--- config.mk ---
export PLATFORM = sky130hd
export DESIGN_NAME = ffe_mul
export DESIGN_NICKNAME = d
export VERILOG_FILES = /design/src/rtl/core/ffe_pkg.sv /design/src/rtl/core/ffe_mul.sv
export SDC_FILE = /design/constraint.sdc
export NUM_CORES = 1
export LEC_CHECK = 0
export BUFFER_PORTS_ARGS = -buffer_cell sky130_fd_sc_hd__buf_2
export CAP_MARGIN = 20
export CORE_MARGIN = 5
export CORE_UTILIZATION = 62
export DETAILED_ROUTE_END_ITERATION = 8
export GPL_TIMING_DRIVEN = 0
export HOLD_SLACK_MARGIN = 0.03
export PLACE_DENSITY = 0.83
export SYNTH_ARGS = -nofsm -noshare
export SYNTH_HDL_FRONTEND = slang
export SYNTH_SLANG_ARGS = --single-unit
--- constraint.sdc ---
create_clock -name clk -period 7 [get_ports clk]
set_input_delay 0.7 -clock clk [delete_from_list [all_inputs] [get_ports clk]]
set_output_delay 0.7 -clock clk [all_outputs]
set_load 0.05 [all_outputs]
--- src/rtl/core/ffe_pkg.sv ---
// shared widths, codes and types for the framebuffer fill engine
package ffe_pkg;

  localparam int DIM_W   = 12;  // surface width and height registers
  localparam int PITCH_W = 14;  // row pitch register, widest config register
  localparam int COORD_W = 16;  // request coordinates and rectangle sizes
  localparam int COLOR_W = 8;
  localparam int PIXEL_W = 32;
  localparam int KIND_W  = 2;
  localparam int STAT_W  = 2;
  localparam int CFG_IDX_W = 2;
  localparam int PROD_W  = PITCH_W + DIM_W;  // pitch times row
  localparam int OFF_W   = PROD_W + 1;       // byte offset with column added

  localparam int MEM_BYTES_DEF = 1048576;

  localparam logic [DIM_W-1:0]   MAX_WIDTH  = 12'd2048;
  localparam logic [DIM_W-1:0]   MAX_HEIGHT = 12'd2048;
  localparam logic [PITCH_W-1:0] MAX_PITCH  = 14'd8192;

  // request kinds
  localparam logic [KIND_W-1:0] KIND_CLEAR = 2'd0;
  localparam logic [KIND_W-1:0] KIND_FILL  = 2'd1;
  localparam logic [KIND_W-1:0] KIND_READ  = 2'd2;

  // result status codes
  localparam logic [STAT_W-1:0] ST_OK      = 2'd0;
  localparam logic [STAT_W-1:0] ST_OOB     = 2'd1;
  localparam logic [STAT_W-1:0] ST_INVALID = 2'd2;

  // config register indexes
  localparam logic [CFG_IDX_W-1:0] CFG_WIDTH  = 2'd0;
  localparam logic [CFG_IDX_W-1:0] CFG_HEIGHT = 2'd1;
  localparam logic [CFG_IDX_W-1:0] CFG_PITCH  = 2'd2;

  // one access of the pixel store
  typedef struct packed {
    logic               wr;
    logic               rd;
    logic [OFF_W-1:0]   off;    // byte offset of the pixel
    logic [PIXEL_W-1:0] color;  // red in the low byte
  } store_req_t;

endpackage

--- src/rtl/core/ffe_mul.sv ---
// shared pitch times row multiplier with registered product
module ffe_mul (
  input  logic                        clk,
  input  logic [ffe_pkg::PITCH_W-1:0] pitch,
  input  logic [ffe_pkg::DIM_W-1:0]   row,
  output logic [ffe_pkg::PROD_W-1:0]  prod
);
  import ffe_pkg::*;

  always_ff @(posedge clk) begin
    prod <= PROD_W'(pitch) * PROD_W'(row);
  end

endmodule

# ---- Word level (Yosys, flattened, before mapping)
# Index checks and enable logic that the tools add are counted.
dict set report word_totals {
  reg_bits 26
  output_inout_bits 26
}
dict set report op_classes {
  multipliers 1
}
# op count
set op_table {}
lappend op_table {{14-bit by 12-bit multiplier with 26-bit output} 1}

# ---- Depth between registers and ports, before layout
# Gate-level depths: netlist of the first run.
dict set report depth {
  depth_word 1
  mapped_depth 19
  depth_no_buf 18
}

# ---- Worst setup path before layout of the first run
# Ideal clock, no wire load.
dict set report synth_timing {
  path_kind {input -> register}
  from {input port pitch[10] (netlist bit)}
  to {register prod[23] (netlist bit)}
  setup_time_ns 0.091
  arrival_ns 5.342
  slack_ns 1.567
  cell_stages 19
  path_buffers 2
  path_cell_list {clkbuf_1 and2_1 fa_1 inv_1 fa_1 inv_1 fa_1 fa_1 inv_1 fa_1 inv_1 ha_1 buf_6 a21oi_1 o21ai_1 or3b_1 a21oi_1 mux2_1 a311oi_1}
}
dict set report synth_via {
  elab_chain_cells 1
}
# element line_no
set synth_rtl {}
lappend synth_rtl {{start, declared} ffe_mul.sv:4} ;# input logic [ffe_pkg::PITCH_W-1:0] pitch,
lappend synth_rtl {{14-bit by 12-bit multiplier with 26-bit output} ffe_mul.sv:11} ;# prod <= PROD_W'(pitch) * PROD_W'(row);
lappend synth_rtl {{end signal, assigned} ffe_mul.sv:11}
lappend synth_rtl {{end, declared} ffe_mul.sv:6} ;# output logic [ffe_pkg::PROD_W-1:0] prod
# No other way between the ends.

# ---- Worst setup path after layout of the first run
dict set report layout_timing {
  from {input port row[3] (netlist bit)}
  to {register prod[23] (netlist bit)}
}
dict set report layout_via {
  elab_chain_cells 1
}
# element line_no
set layout_rtl {}
lappend layout_rtl {{start, declared} ffe_mul.sv:5} ;# input logic [ffe_pkg::DIM_W-1:0] row,
lappend layout_rtl {{14-bit by 12-bit multiplier with 26-bit output} ffe_mul.sv:11}
# No other way between the ends.

==> results.sh, run 1 <==
export IMPL_final_core_util_pct=67.5
export IMPL_top_layer_used="met4"
export IMPL_cts_resized=0
export IMPL_cp_required_ps=7170
export IMPL_synth_avg_cell_area_um2=8.84
export IMPL_cts_clk_slew_worst_paths_ps=80
export IMPL_start_util_pct=62.6
export IMPL_wl_met1_mm=4.67
export IMPL_ioPinCount=53
export IMPL_remaining_drc_errors=0
export IMPL_period_minus_slack_ps=5890
export IMPL_globalplace_congestion=0.913
export IMPL_startpoint="row[3]"
export IMPL_cts_tree="done"
export IMPL_cp_buffers_inverters=6
export IMPL_final_hold_violation_count=0
export IMPL_dp_hpwl_mm=11.5
export IMPL_rsz0062_at_grt="false"
export IMPL_setup_viol=0
export IMPL_ys_warn_count=0
export IMPL_drt_iter0_drc=184
export IMPL_hold_path_startpoint="row[0]"
export IMPL_crit_slowest_cell="fa_1"
export IMPL_seq_area_frac_synth_pct=8.66
export IMPL_antennaDiodeCount=0
export IMPL_wl_met3_mm=1.04
export IMPL_start_kind="primary input"
export IMPL_pwr_share_comb_pct=88.7
export IMPL_p_seq_share_pct=8.6
export IMPL_vdd_drop_max_v=0.000356
export IMPL_clock_sinks=26
export IMPL_critPathMostFrequentCell="fa_1"
export IMPL_most_common_layout_cells="inv_1 (145), fa_1 (120), nand2_1 (117), and2_1 (69), ha_1 (64)"
export IMPL_wire_per_inst_um=15.0
export IMPL_max_freq_mhz=170
export IMPL_cts_root_buf="clkbuf_8"
export IMPL_p_leak_nw=3.44
export IMPL_post_cts_buffers=0
export IMPL_die_y_um=108
export IMPL_path_cells="buf_2 > clkbuf_1 > nand2_1 > fa_1 > inv_1 > fa_1 > fa_1 > fa_1 > inv_1 > fa_1 > inv_1 > ha_1 > buf_6 > a21oi_1 > o21ai_1 > or3b_1 > a21oi_1 > mux2_1 > a311oi_1"
export IMPL_grt_first_pass_wirelength_mm=22.7
export IMPL_row_count=36
export IMPL_ys_types=43
export IMPL_top_register="prod"
export IMPL_hp_class="in2reg"
export IMPL_core_mm2=0.00959
export IMPL_grt_antenna_before_repair=0
export IMPL_synth_nets=891
export IMPL_areaGrowthSynthToFinish_pct=7.79
export IMPL_fillers=791
export IMPL_ys_ff_latch=26
export IMPL_htree_levels=1
export IMPL_fin_crit_sh_pct=84.2
export IMPL_die_w_um=108
export IMPL_drv_slew=0
export IMPL_first_pass_iters=5
export IMPL_track_usage_pct=24.3
export IMPL_clockBufferDepth=2
export IMPL_cts_buffers=3
export IMPL_crit_type="in2reg"
export IMPL_arrival_ps=6060
export IMPL_critical_path_top_delay_family="adder cells"
export IMPL_pwr_density_cell_mw_per_mm2=474
export IMPL_layout_commonest_cell="inv_1"
export IMPL_worst_path_largest_cell_delay_ps=550
export IMPL_grt_max_degree=14
export IMPL_grt_pass1_vias=5075
export IMPL_slew_headroom_pct=61.1
export IMPL_fin_nets=948
export IMPL_p_sw_w=0.00170
export IMPL_io_buffer_count=52
export IMPL_power_share_switching_pct=55.4
export IMPL_cts_hold_buf=0
export IMPL_syn_area_mm2=0.00601
export IMPL_vias_per_cell=5.39
export IMPL_overflow=0
export IMPL_finalSetupTns_ps=0
export IMPL_p_int_w=0.00137
export IMPL_cp_max_fo=10
export IMPL_met2_wirelength_mm=6.96
export IMPL_netlist_instances=680
export IMPL_drtAntennaViolNets=0
export IMPL_tightest_slew_ps=584
export IMPL_num_vias=4675
export IMPL_wirelength_mm=13.0
export IMPL_largest_register_ffs=26
export IMPL_drive_gt1_share_pct=9.52
export IMPL_crit_path_end_kind="flop"
export IMPL_largest_registers="prod x26"
export IMPL_clkPwrFrac_pct=2.7
export IMPL_maxCapViolCount=0
export IMPL_die_area_mm2=0.0118
export IMPL_status="complete, no violations"
## metrics by stage
| stage | cells | setup WS (ps) | hold WS, ps | power (W) | instance area, µm² |
|---|---|---|---|---|---|
| 3_5_place_dp | 865 | 840 | 978 | 0.00300 | 6440 |
| 2_1_floorplan | 680 | 1570 | 827 | 0.00242 | 6010 |
| 5_1_grt | 868 | 844 | 708 | 0.00343 | 6480 |
| 6_report | 868 | 1110 | 706 | 0.00307 | 6480 |
| 4_1_cts | 868 | 1100 | 700 | 0.00310 | 6480 |
| 3_3_place_gp | 865 | 1030 | 976 | 0.00293 | 6440 |
## layout make-up
type / instances / area [µm²] / area share, %
multi-input cells: 480 / 4830 / 74.5
inverters: 145 / 544 / 8.40
flip-flops and latches: 26 / 520 / 8.04
repair buffers: 52 / 260 / 4.02
well taps: 133 / 166 / 2.57
plain buffers: 29 / 119 / 1.84
clock buffers: 3 / 41.3 / 0.637
## cell families (layout without fill, tap and decap cells)
logic type / after synthesis / in the layout / share of synthesized area [%]
buffers and inverters: 174 / 229 / 11.0
XOR/XNOR: 20 / 20 / 2.91
AO/OA/AOI/OAI: 55 / 55 / 6.37
multiplexers: 1 / 1 / 0.187
flip-flops: 26 / 26 / 8.66
AND/OR/NAND/NOR: 220 / 220 / 17.5
adder cells (fa/ha/maj): 184 / 184 / 53.3
## synth_stat cells
master	number	share of area, %
a211oi_1	1	0.12
a211oi_2	1	0.21
a211oi_4	1	0.33
a21boi_1	1	0.12
a21boi_2	1	0.19
a21o_1	6	0.75
a21oi_1	16	1.3
a21oi_2	2	0.29
a311oi_1	2	0.29
a31oi_1	4	0.42
and2_1	69	7.2
and3_1	1	0.10
and3_4	1	0.19
and4b_1	1	0.17
buf_2	2	0.17
buf_6	1	0.19
clkbuf_1	26	1.6
dfxtp_1	26	8.7
fa_1	120	40
ha_1	64	13
inv_1	145	9.1
mux2_1	1	0.19
nand2_1	117	7.3
nand2b_1	3	0.31
nand3_1	6	0.50
nand3_2	1	0.17
nand4_1	3	0.31
nor2_1	14	0.87
nor3_1	2	0.17
o211a_1	1	0.17
o21a_1	2	0.25
o21ai_0	4	0.33
o21ai_1	5	0.42
o21ai_2	3	0.44
o21bai_1	1	0.12
o22ai_1	1	0.10
o31a_1	1	0.15
o31ai_1	1	0.12
o31ai_2	1	0.21
or2_2	1	0.10
or3b_1	1	0.15
xnor2_1	15	2.2
xor2_1	5	0.73
## worst paths after layout
kind / to / slack (ps) / depth (start not counted)
setup / recovery: prod[23] / 1110 / 19
hold / removal: prod[0] / 710 / 2
## power groups by stage
stage	Combinational [W]	Sequential (W)	Clock, W
6_report	0.00273	0.000266	0.0000815
5_1_grt	0.00306	0.000273	0.0000910
4_1_cts	0.00275	0.000267	0.0000837
3_5_place_dp	0.00273	0.000270	0
3_3_place_gp	0.00266	0.000269	0
2_1_floorplan	0.00191	0.000515	0
## layer usage
layer  up-vias  GRT usage (%)
li1       2138              -
met1      2314           29.6
met2       190           44.4
met3        33           3.28
met4         0           7.75
met5         -              0
No activity file was read; power rests on OpenSTA's default activity.
==> inputs of run 2 (changes only) <==
- CORE_UTILIZATION: 62 -> 57
- PLACE_DENSITY: 0.83 -> 0.8
- clock period: 7 -> 5.3 ns (I/O delays scaled with it)
==> run 2 against run 1 <==
Net effect: total power grew 36%; final cell count decreased by 0.35%; via count shrank 1.0%.
==> results.sh, run 2 (synthesis results as in run 1) <==
export IMPL_status="complete, no violations"
export IMPL_final_cell_area_mm2=0.00658
export IMPL_top_register="prod"
export IMPL_globalplace_congestion=0.909
export IMPL_crit_type="in2reg"
export IMPL_cts_clk_slew_worst_paths_ps=90
export IMPL_row_count=37
export IMPL_largest_register_ffs=26
export IMPL_pwr_density_cell_mw_per_mm2=634
export IMPL_dpl_instance_area_mm2=0.00644
export IMPL_drive_gt1_share_pct=12.9
export IMPL_cts_hold_buf=0
export IMPL_grt_pass1_vias=4930
export IMPL_most_common_layout_cells="inv_1 (145), fa_1 (119), nand2_1 (117), and2_1 (68), ha_1 (64)"
export IMPL_io_buffer_count=52
export IMPL_wire_per_inst_um=15.2
export IMPL_fin_crit_sh_pct=97.1
export IMPL_min_path_cells=2
export IMPL_die_y_um=113
export IMPL_htree_levels=1
export IMPL_crit_path_end_kind="flop"
export IMPL_wirelength_mm=13.1
export IMPL_vdd_drop_max_v=0.000538
export IMPL_num_vias=4628
export IMPL_p_leak_nw=3.51
export IMPL_drtAntennaViolNets=0
export IMPL_drt_iter0_drc=258
export IMPL_cts_buffers=3
export IMPL_period_minus_slack_ps=5150
export IMPL_max_freq_mhz=194
export IMPL_fin_ws_ps=153
export IMPL_rsz0062_at_grt="false"
export IMPL_timing_hold_ws_ps=539
export IMPL_clockBufferDepth=2
export IMPL_vias_per_cell=5.35
export IMPL_final_core_util_pct=63.7
export IMPL_grt_max_degree=15
export IMPL_slew_headroom_pct=67.2
export IMPL_grt_antenna_before_repair=0
export IMPL_final_hold_violation_count=0
export IMPL_tightest_slew_ps=492
export IMPL_first_pass_iters=5
export IMPL_track_usage_pct=22.0
export IMPL_core_mm2=0.0103
export IMPL_ioPinCount=53
export IMPL_maxCapViolCount=0
export IMPL_arrival_ps=5330
export IMPL_cp_required_ps=5480
export IMPL_layout_commonest_cell="inv_1"
export IMPL_dp_hpwl_mm=11.6
export IMPL_start_util_pct=58.2
export IMPL_antennaDiodeCount=0
export IMPL_dpl_worst_slack_ps=-594
export IMPL_fillers=881
export IMPL_die_area_mm2=0.0127
export IMPL_grt_first_pass_wirelength_mm=22.8
export IMPL_finalNonFillerCells=865
export IMPL_remaining_drc_errors=0
export IMPL_start_kind="primary input"
export IMPL_fin_nets=942
export IMPL_overflow=0
export IMPL_drv_slew=0
export IMPL_largest_registers="prod x26"
export IMPL_areaGrowthSynthToFinish_pct=9.51
export IMPL_die_w_um=113
export IMPL_cts_tree="done"
export IMPL_clock_sinks=26
export IMPL_setup_viol=0
export IMPL_placed_cells=868
export IMPL_cts_root_buf="clkbuf_8"
export IMPL_cp_max_fo=5
export IMPL_hp_class="in2reg"
run 2: layer usage:
layer,up-vias,global-route usage [%],routed length (µm)
li1,2128,-,-
met4,0,6.97,341
met1,2321,28.2,4970
met3,27,2.91,867
met5,-,0,0
met2,152,38.7,6960
run 2: final cells by class:
class	count	area, µm²	area share [%]
multi-input cells	480	4860	73.9
inverters	145	544	8.27
well taps	136	170	2.59
flip-flops and latches	26	520	7.91
clock buffers	3	41.3	0.627
repair buffers	57	305	4.64
plain buffers	18	136	2.07
run 2: timing repair:
item	CTS	global route
buffers inserted	4	1
pin swaps	5	7
resized for setup	28	16
setup endpoints to repair	2	3
hold endpoints to repair	0	0
run 2: worst max-delay path, stage by stage:
cell and delay, ps:
buf_4 150, clkbuf_8 150, and2_4 140, fa_1 490
inv_1 50, fa_1 520, inv_1 50, fa_1 450
fa_1 520, inv_1 50, fa_1 470, inv_1 40
ha_1 270, buf_6 130, a21oi_4 130, o21ai_2 80
or3b_1 370, a21oi_2 170, mux2_4 320, a311oi_2 240
run 2: per-stage QoR:
stage	power, W	setup TNS, ps
final	0.00417	0
after global routing	0.00465	0
after CTS	0.00416	0
after detailed placement	0.00396	-1640
after global placement	0.00388	-1120
after floorplan	0.00320	0
run 2: worst paths after layout:
| path | start | end |
|---|---|---|
| setup / recovery | row[7] | prod[23] |
| hold / removal | row[0] | prod[0] |
run 2: report_power, final:
part / total (W) / switching [W] / internal, W
Clock: 0.000108 / 0.0000576 / 0.0000508
Sequential: 0.000352 / 0.0000185 / 0.000333
Combinational: 0.00371 / 0.00222 / 0.00149
Total: 0.00417 / 0.00230 / 0.00187
